[config.mk]
export PLATFORM = sky130hd
export DESIGN_NAME = script_token_lexer
export DESIGN_NICKNAME = d
export VERILOG_FILES = /design/src/design/stl_pkg.sv /design/src/design/script_token_lexer.sv
export SDC_FILE = /design/constraint.sdc
export NUM_CORES = 1
export LEC_CHECK = 0
export BUFFER_PORTS_ARGS = -buffer_cell sky130_fd_sc_hd__buf_2
export CORE_ASPECT_RATIO = 0.7
export CORE_MARGIN = 2
export CORE_UTILIZATION = 55
export CTS_CLUSTER_SIZE = 40
export DETAILED_ROUTE_END_ITERATION = 10
export GPL_TIMING_DRIVEN = 0
export HOLD_SLACK_MARGIN = 0.15
export PLACE_DENSITY = 0.77
export SETUP_SLACK_MARGIN = 0.15
export SLEW_MARGIN = 10
export SYNTH_ARGS = -nofsm -noshare
export SYNTH_HDL_FRONTEND = slang
export SYNTH_SLANG_ARGS = --single-unit
[constraint.sdc]
create_clock -name clk -period 9 [get_ports clk]
set_input_delay 0.45 -clock clk [delete_from_list [all_inputs] [get_ports clk]]
set_output_delay 0.45 -clock clk [all_outputs]
set_load 0.01 [all_outputs]
[src/design/stl_pkg.sv]
package stl_pkg;

    localparam int unsigned TOKEN_CAP_DEF = 1024;

    // Configuration port: one 32-bit register per word address.
    localparam int unsigned CFG_AW = 3;
    localparam logic [0:0] REG_IGNORE_COLONS = 1'b0;

    localparam logic [1:0] KIND_BYTE = 2'd0;
    localparam logic [1:0] KIND_END  = 2'd1;
    localparam logic [1:0] KIND_EOS  = 2'd2;

    localparam logic [7:0] CH_NUL     = 8'h00;
    localparam logic [7:0] CH_NEWLINE = 8'h0A;
    localparam logic [7:0] CH_SPACE   = 8'h20;
    localparam logic [7:0] CH_DQUOTE  = 8'h22;
    localparam logic [7:0] CH_SQUOTE  = 8'h27;
    localparam logic [7:0] CH_LPAREN  = 8'h28;
    localparam logic [7:0] CH_RPAREN  = 8'h29;
    localparam logic [7:0] CH_SLASH   = 8'h2F;
    localparam logic [7:0] CH_COLON   = 8'h3A;
    localparam logic [7:0] CH_LBRACE  = 8'h7B;
    localparam logic [7:0] CH_RBRACE  = 8'h7D;

    localparam int unsigned MAX_RES = 4;

    typedef struct packed {
        logic [1:0] kind;
        logic [7:0] data;
        logic [9:0] len;
        logic       quoted;
        logic       last;
    } result_t;

    function automatic logic is_single(input logic [7:0] b, input logic ignore_colons);
        return (b == CH_LBRACE) || (b == CH_RBRACE) || (b == CH_LPAREN) ||
               (b == CH_RPAREN) || (b == CH_SQUOTE) ||
               ((b == CH_COLON) && !ignore_colons);
    endfunction

    function automatic result_t mk_res(input logic [1:0] kind, input logic [7:0] data,
                                       input logic [9:0] len, input logic quoted);
        result_t r;
        r.kind   = kind;
        r.data   = data;
        r.len    = len;
        r.quoted = quoted;
        r.last   = 1'b0;
        return r;
    endfunction

endpackage

[src/design/script_token_lexer.sv]
// Latency: the first result of a byte is offered in the cycle after the byte is accepted.
// Throughput: one byte per cycle while each byte causes at most one result and out_stall is
// low; a byte that causes k results (k up to 4) holds the input until its results drain,
// one result per cycle while out_stall is low. A byte with no result never stalls the input.
// Reset (rst_n low, asynchronous): lexer between tokens, token count zero,
// ignore_colons zero, result register empty.
module script_token_lexer #(
    parameter int unsigned TOKEN_CAP = stl_pkg::TOKEN_CAP_DEF
) (
    input  logic                      clk,
    input  logic                      rst_n,
    input  logic                      in_valid,
    output logic                      in_stall,
    input  logic [7:0]                in_byte,
    output logic                      out_valid,
    input  logic                      out_stall,
    output logic [1:0]                out_kind,
    output logic [7:0]                out_byte,
    output logic [9:0]                token_length,
    output logic                      was_quoted,
    output logic                      run_last,
    input  logic                      psel,
    input  logic                      penable,
    input  logic                      pwrite,
    input  logic [stl_pkg::CFG_AW-1:0] paddr,
    input  logic [31:0]               pwdata,
    output logic [31:0]               prdata,
    output logic                      pready
);
    import stl_pkg::*;

    localparam int unsigned CW = $clog2(TOKEN_CAP);
    localparam logic [CW-1:0] CAP_M1 = CW'(TOKEN_CAP - 1);

    typedef enum logic [2:0] {
        MODE_IDLE,
        MODE_SLASH,
        MODE_COMMENT,
        MODE_QUOTED,
        MODE_WORD
    } mode_t;

    mode_t         mode_reg, mode_next;
    logic [CW-1:0] cnt_reg, cnt_next;
    logic          ignore_colons_reg;

    result_t       hold_reg [MAX_RES];
    result_t       res_next [MAX_RES];
    logic [2:0]    res_cnt;
    logic [2:0]    left_reg;
    logic [1:0]    idx_reg;

    logic          in_take;
    logic          out_take;
    logic          cfg_wr;
    logic          delim;

    assign delim = (in_byte <= CH_SPACE) || is_single(in_byte, ignore_colons_reg);

    // Next lexer state and the list of results for the byte on the input.
    always_comb
    begin
        logic [2:0] n;
        logic       do_word;
        logic       do_idle;
        n         = 3'd0;
        do_word   = 1'b0;
        do_idle   = 1'b0;
        mode_next = mode_reg;
        cnt_next  = cnt_reg;
        for (int i = 0; i < MAX_RES; i++)
        begin
            res_next[i] = '0;
        end

        unique case (mode_reg)
            MODE_SLASH:
            begin
                if (in_byte == CH_SLASH)
                begin
                    mode_next = MODE_COMMENT;
                end
                else
                begin
                    // A lone slash starts a word; the byte is then lexed after it.
                    res_next[n[1:0]] = mk_res(KIND_BYTE, CH_SLASH, 10'd0, 1'b0);
                    n = n + 3'd1;
                    cnt_next = CW'(1);
                    if (cnt_next >= CAP_M1)
                    begin
                        res_next[n[1:0]] = mk_res(KIND_END, CH_NUL, 10'(cnt_next), 1'b0);
                        n = n + 3'd1;
                        mode_next = MODE_IDLE;
                        do_idle = 1'b1;
                    end
                    else
                    begin
                        mode_next = MODE_WORD;
                        do_word = 1'b1;
                    end
                end
            end
            MODE_COMMENT:
            begin
                if (in_byte == CH_NUL)
                begin
                    res_next[n[1:0]] = mk_res(KIND_EOS, CH_NUL, 10'd0, 1'b0);
                    n = n + 3'd1;
                    mode_next = MODE_IDLE;
                end
                else if (in_byte == CH_NEWLINE)
                begin
                    mode_next = MODE_IDLE;
                end
            end
            MODE_QUOTED:
            begin
                if (in_byte == CH_DQUOTE)
                begin
                    res_next[n[1:0]] = mk_res(KIND_END, CH_NUL, 10'(cnt_reg), 1'b1);
                    n = n + 3'd1;
                    mode_next = MODE_IDLE;
                end
                else if (in_byte == CH_NUL)
                begin
                    res_next[n[1:0]] = mk_res(KIND_END, CH_NUL, 10'(cnt_reg), 1'b1);
                    n = n + 3'd1;
                    res_next[n[1:0]] = mk_res(KIND_EOS, CH_NUL, 10'd0, 1'b0);
                    n = n + 3'd1;
                    mode_next = MODE_IDLE;
                end
                else
                begin
                    res_next[n[1:0]] = mk_res(KIND_BYTE, in_byte, 10'd0, 1'b0);
                    n = n + 3'd1;
                    cnt_next = cnt_reg + CW'(1);
                    if (cnt_next >= CAP_M1)
                    begin
                        res_next[n[1:0]] = mk_res(KIND_END, CH_NUL, 10'(cnt_next), 1'b1);
                        n = n + 3'd1;
                        mode_next = MODE_IDLE;
                    end
                end
            end
            MODE_WORD:
            begin
                do_word = 1'b1;
            end
            default:
            begin
                do_idle = 1'b1;
            end
        endcase

        if (do_word)
        begin
            if (delim)
            begin
                res_next[n[1:0]] = mk_res(KIND_END, CH_NUL, 10'(cnt_next), 1'b0);
                n = n + 3'd1;
                mode_next = MODE_IDLE;
                do_idle = 1'b1;
            end
            else
            begin
                res_next[n[1:0]] = mk_res(KIND_BYTE, in_byte, 10'd0, 1'b0);
                n = n + 3'd1;
                cnt_next = cnt_next + CW'(1);
                if (cnt_next >= CAP_M1)
                begin
                    res_next[n[1:0]] = mk_res(KIND_END, CH_NUL, 10'(cnt_next), 1'b0);
                    n = n + 3'd1;
                    mode_next = MODE_IDLE;
                end
                else
                begin
                    mode_next = MODE_WORD;
                end
            end
        end

        if (do_idle)
        begin
            if (in_byte == CH_NUL)
            begin
                res_next[n[1:0]] = mk_res(KIND_EOS, CH_NUL, 10'd0, 1'b0);
                n = n + 3'd1;
                mode_next = MODE_IDLE;
            end
            else if (in_byte <= CH_SPACE)
            begin
                mode_next = MODE_IDLE;
            end
            else if (in_byte == CH_SLASH)
            begin
                mode_next = MODE_SLASH;
            end
            else if (in_byte == CH_DQUOTE)
            begin
                cnt_next = '0;
                mode_next = MODE_QUOTED;
            end
            else if (is_single(in_byte, ignore_colons_reg))
            begin
                res_next[n[1:0]] = mk_res(KIND_BYTE, in_byte, 10'd0, 1'b0);
                n = n + 3'd1;
                res_next[n[1:0]] = mk_res(KIND_END, CH_NUL, 10'd1, 1'b0);
                n = n + 3'd1;
                mode_next = MODE_IDLE;
            end
            else
            begin
                res_next[n[1:0]] = mk_res(KIND_BYTE, in_byte, 10'd0, 1'b0);
                n = n + 3'd1;
                cnt_next = CW'(1);
                if (cnt_next >= CAP_M1)
                begin
                    res_next[n[1:0]] = mk_res(KIND_END, CH_NUL, 10'(cnt_next), 1'b0);
                    n = n + 3'd1;
                    mode_next = MODE_IDLE;
                end
                else
                begin
                    mode_next = MODE_WORD;
                end
            end
        end

        if (n != 3'd0)
        begin
            res_next[2'(n - 3'd1)].last = 1'b1;
        end
        res_cnt = n;
    end

    // A new byte is taken once the result register is empty or its final entry leaves now.
    assign in_stall  = !((left_reg == 3'd0) || ((left_reg == 3'd1) && !out_stall));
    assign in_take   = in_valid && !in_stall;
    assign out_valid = (left_reg != 3'd0);
    assign out_take  = out_valid && !out_stall;

    assign out_kind     = hold_reg[idx_reg].kind;
    assign out_byte     = hold_reg[idx_reg].data;
    assign token_length = hold_reg[idx_reg].len;
    assign was_quoted   = hold_reg[idx_reg].quoted;
    assign run_last     = hold_reg[idx_reg].last;

    assign pready = 1'b1;
    assign cfg_wr = psel && penable && pwrite && pready;
    assign prdata = (paddr[2] == REG_IGNORE_COLONS) ? {31'd0, ignore_colons_reg} : 32'd0;

    always_ff @(posedge clk or negedge rst_n)
    begin
        if (!rst_n)
        begin
            mode_reg          <= MODE_IDLE;
            cnt_reg           <= '0;
            ignore_colons_reg <= 1'b0;
            left_reg          <= 3'd0;
            idx_reg           <= 2'd0;
        end
        else
        begin
            if (cfg_wr && (paddr[2] == REG_IGNORE_COLONS))
            begin
                ignore_colons_reg <= pwdata[0];
            end
            if (in_take)
            begin
                mode_reg <= mode_next;
                cnt_reg  <= cnt_next;
                left_reg <= res_cnt;
                idx_reg  <= 2'd0;
            end
            else if (out_take)
            begin
                left_reg <= left_reg - 3'd1;
                idx_reg  <= idx_reg + 2'd1;
            end
        end
    end

    always_ff @(posedge clk)
    begin
        if (in_take)
        begin
            for (int i = 0; i < MAX_RES; i++)
            begin
                hold_reg[i] <= res_next[i];
            end
        end
    end

    a_left_bound: assert property (@(posedge clk) disable iff (!rst_n)
        left_reg <= 3'd4)
        else $error("result register holds more than four entries");

    a_word_count: assert property (@(posedge clk) disable iff (!rst_n)
        (mode_reg == MODE_WORD) |-> ((cnt_reg != '0) && (cnt_reg < CAP_M1)))
        else $error("word open with a count outside its range");

    a_final_last: assert property (@(posedge clk) disable iff (!rst_n)
        (out_valid && (left_reg == 3'd1)) |-> run_last)
        else $error("final result of a byte lacks run_last");

    a_byte_zero: assert property (@(posedge clk) disable iff (!rst_n)
        (out_valid && (out_kind != KIND_BYTE)) |-> (out_byte == 8'd0))
        else $error("non-byte result carries a byte value");

    a_no_take_busy: assert property (@(posedge clk) disable iff (!rst_n)
        (in_take && (left_reg > 3'd1)) |-> 1'b0)
        else $error("byte accepted while earlier results are pending");

endmodule

==> key figures <==
Die
  – Chip width: ~140 um
  – Row count: 34
  – Core Region: 12600 um2
  – Die Height: 99.8 um
  – Die ar.: 14100 um2
  – I/O pin cnt: 107
  – Initial cell density of the core: 57.2%

Worst setup path
  – CP max FO: 10
  – Critical Path Source Type: input port
  – R2r worst-path depth: 21
  – Critical path required time: 9110 ps
  – FF-to-FF setup slack: 2460 ps
  – Setup CP Type: in -> reg
  – Highest-delay cell along the critical path: or4_4
  – Max incr delay on CP: 570 ps
  – Reg2reg start: cnt_reg[0]
  – Reg2Reg Capture Point: hold_reg[0][14]
  – Cells along the critical path: buf_2 -> clkbuf_1 -> nor3_1 -> nand4_1 -> clkinv_1 -> ha_1 -> nor3_1 -> a221o_1 -> ha_1 -> clkbuf_2 -> o21ai_1 -> or4_4 -> and3_4 -> a211oi_2 -> buf_4 -> o2111ai_1 -> o211ai_1 -> ha_1 -> nand2_1 -> or3_1 -> nand2_1 -> clkbuf_1 -> nor3_1 -> a31o_1
  – Arr. time, crit path: around 7000 ps
  – Crit. End Element: flip-flop

Route
  – Routed wire per std cell: between 20 and 25 um
  – DR pass1 iterations: 6
  – WL final: 21800 um
  – DRC: 0
  – Via count: between 6000 and 7000
  – Vias per Instance: 6.44
  – DRT iter0 DRCs: 857
  – ANT nets after route: 0

Power
  – Pwr/cell area: 225 nW/um2
  – Gate power share: 40.3%
  – Part of the power in registers: 37.1%
  – Clock network power share: 22.6%
  – Overall power: 1810 uW
  – Switch Pwr: 686 uW
  – Static Leak: 0.00299 uW
  – Int Pwr: about 1100 uW
  – Sw Share: 38.0%
  – Peak supply drop: approximately 0.14 mV

Cells and area
  – Nets@finish: 892
  – Max reg flops: 86
  – P&R area growth vs syn: 11.6%
  – Fraction of layout cells with a size suffix above 1: between 10% and 20%
  – Filler cells: ~1000
  – # diodes: 0
  – Reg area: slightly above 3000 um2
  – Multi-input logic area: between 3000 and 4000 um2

Worst hold path
  – Worst Hold Depth: 2
  – Hold path endpoint: ignore_colons_reg
  – Hold_sp: pwdata[0]
  – Type of the most critical hold path: in -> reg

CTS
  – Post-CTS Setup Bufs: 0
  – H-tree depth: 3
  – Max clock buf depth: 2
  – CTS tree: yes
  – # resized after CTS: 0
  – Total CTS buffers: 9
  – Clock latency on the worst-skew pair: 350 ps
  – Sink Count: 105
  – Clock slew at reported path FFs: around 70 ps
  – CTS Root Cell: clkbuf_16

Flow run
  – MaxCap Viol Count: 0

Yosys
  – Sequential fraction of the synthesis area: 42.4%
  – Post-Syn Area: 7210 um2
  – Mapped Cells: 742
  – Netlist cell types: 78
  – Ys Warns: 0
  – Yosys reg bits: 105
  – Top_reg_cell synth: edfxtp_1
  – Post-synth EDFFs: 86
  – Ys async rst share: between 15 and 20%
  – Syn_area_per_cell: 9.71 um2

Timing
  – Clock Skew: between 9 and 10 ps
  – RSZ-0062 raised after global routing: false
  – Worst Tran Pin Value: 1160 ps
  – Fin. Hold Viols: 0
  – FMAX: between 100 and 150 MHz
  – Final-report setup violation count: 0
  – Worst relative slew slack: 21.9%
  – Fin crit share: 77.4%
  – Final TNS setup: 0 ps
  – Slew Viols, Final: 0
  – Minimum clock period: approximately 7000 ps

Global routing
  – Initial antenna violation count: 0
  – Gr ovfl total: 0
  – Total track usage: 31.4%
  – First-pass GRT wire length: ~34000 um
  – Vias in the first global route: between 5000 and 6000
  – Largest net degree at the start of global routing: 47

Placed design
  – Post-DP HPWL: 16400 um
  – Port Buf Inserts: 38
  – Gp weighted congestion: 1.02

Run status
  – Outcome: finished, final reports clean
## layout by cell type, fill, tap and decap left out, drive strengths merged, types with 3 or more instances in the layout
| master | synthesis | final |
|---|---|---|
| and2 | 20 | 20 |
| a31oi | 16 | 16 |
| mux4 | 22 | 22 |
| o21ai | 30 | 30 |
| a221o | 5 | 5 |
| o211ai | 6 | 6 |
| nand4 | 12 | 12 |
| nor3 | 20 | 20 |
| dfrtp | 19 | 19 |
| and3 | 12 | 12 |
| a31o | 3 | 3 |
| nor2 | 73 | 73 |
| edfxtp | 86 | 86 |
| o31ai | 5 | 5 |
| nand3 | 15 | 15 |
| o2111ai | 4 | 4 |
| buf | 46 | 85 |
| clkbuf | 31 | 40 |
| or3 | 8 | 8 |
| nor2b | 15 | 15 |
| a22oi | 9 | 9 |
| a22o | 10 | 10 |
| nand3b | 3 | 3 |
| a21oi | 69 | 69 |
| a211oi | 4 | 4 |
| nor3b | 3 | 3 |
| xor2 | 11 | 11 |
| nand2b | 5 | 5 |
| ha | 19 | 19 |
| xnor2 | 15 | 15 |
| conb | 2 | 32 |
| o22ai | 6 | 6 |
| nand2 | 70 | 70 |
| or2 | 5 | 5 |
| inv | 21 | 25 |
## per-stage QoR
step / util (%) / hold slack [ps] / instances / instance area [um2] / setup slack, ps
after floorplan: - / 154 / 772 / 7320 / 3500
after global routing: 63.9 / 352 / 989 / 8040 / 1750
after global placement: 61.2 / 420 / 972 / 7710 / 2010
after CTS: 63.9 / 345 / 989 / 8040 / 2280
final: 63.9 / 346 / 989 / 8040 / 2040
after detailed placement: 61.4 / 431 / 973 / 7730 / 1970
## per-layer routing
metal | track usage [%] | wire length, um | up-vias
met3 | 9.97 | 3020 | 36
met5 | 0 | 0 | -
met2 | 44.7 | 9000 | 450
met4 | 5.31 | 229 | 0
met1 | 48.1 | 9590 | 3030
li1 | - | - | 2858
## synth_stat cells, types with 3 or more instances
library cell,n,area (um2)
buf_4,33,248
and2_1,19,119
buf_2,6,30.0
o2111ai_1,4,35.0
o22ai_1,6,37.5
nor2b_1,15,93.8
clkbuf_1,30,113
edfxtp_1,86,2580
a21oi_1,68,340
xnor2_1,15,131
a211oi_1,3,22.5
a22oi_1,9,67.6
a221o_1,5,50.1
nor3b_1,3,22.5
and3_1,11,68.8
o31ai_1,5,37.5
nand3_1,14,70.1
o211ai_1,6,45.0
or3_1,8,50.1
mux4_2,22,495
buf_1,6,22.5
nand2b_1,5,31.3
inv_1,19,71.3
or2_1,3,18.8
a22o_1,10,87.6
ha_1,19,238
o21ai_0,23,115
a31oi_1,16,100
nor2_1,73,274
nor3_1,18,90.1
dfrtp_1,19,475
xor2_1,11,96.3
o21ai_1,7,35.0
nand4_1,12,75.1
nand2_1,70,263
nand3b_1,3,22.5
## worst max path at each step
stage / from / endpoint / slack (ps) / cells after the start
2_1_floorplan: in_byte[2] / hold_reg[0][14] / 3500 / 23
6_report: in_byte[0] / hold_reg[0][14] / 2040 / 24
5_1_grt: in_byte[0] / hold_reg[0][14] / 1750 / 24
3_5_place_dp: in_byte[0] / hold_reg[0][14] / 1970 / 24
3_3_place_gp: in_byte[0] / hold_reg[0][14] / 2010 / 24
4_1_cts: in_byte[0] / hold_reg[0][14] / 2280 / 24
## power groups by stage
stage	clock [uW]	sequential (uW)	combinational (uW)
2_1_floorplan	0	672	486
3_3_place_gp	0	684	693
3_5_place_dp	0	682	711
4_1_cts	412	671	715
5_1_grt	428	680	784
6_report	408	671	728
## worst max-delay path: cells and delay by family
| family | cells | cell delay [ps] |
|---|---|---|
| AO/OA/AOI/OAI | 6 | 1460 |
| buffers and inverters | 6 | 1650 |
| adder cells (fa/ha/maj) | 3 | 740 |
| AND/OR/NAND/NOR | 9 | 2740 |
## what timing repair did
item                       CTS  global route
hold buffers                 1             0
setup endpoints to repair    0             0
hold endpoints to repair    19             0
## logic make-up (layout without fill, tap and decap cells)
logic type	after synthesis	after routing	synth area share [%]
simple gates	272	272	18.8
xor+xnor	26	26	3.16
compound gates	194	194	17.8
mux	25	25	7.31
buf+inv	99	154	7.10
other cells	2	32	0.104
fa+ha+maj	19	19	3.30
flops	105	105	42.4
## final cells by class
cell class / count / area share (%)
multi-input cells: 568 / 46.6
flip-flops and latches: 105 / 38.0
plain buffers: 77 / 5.34
clock buffers: 9 / 2.80
repair buffers: 40 / 2.74
well taps: 162 / 2.52
inverters: 22 / 1.06
clock inverters: 6 / 0.902
(Power assumes the default switching activity.)
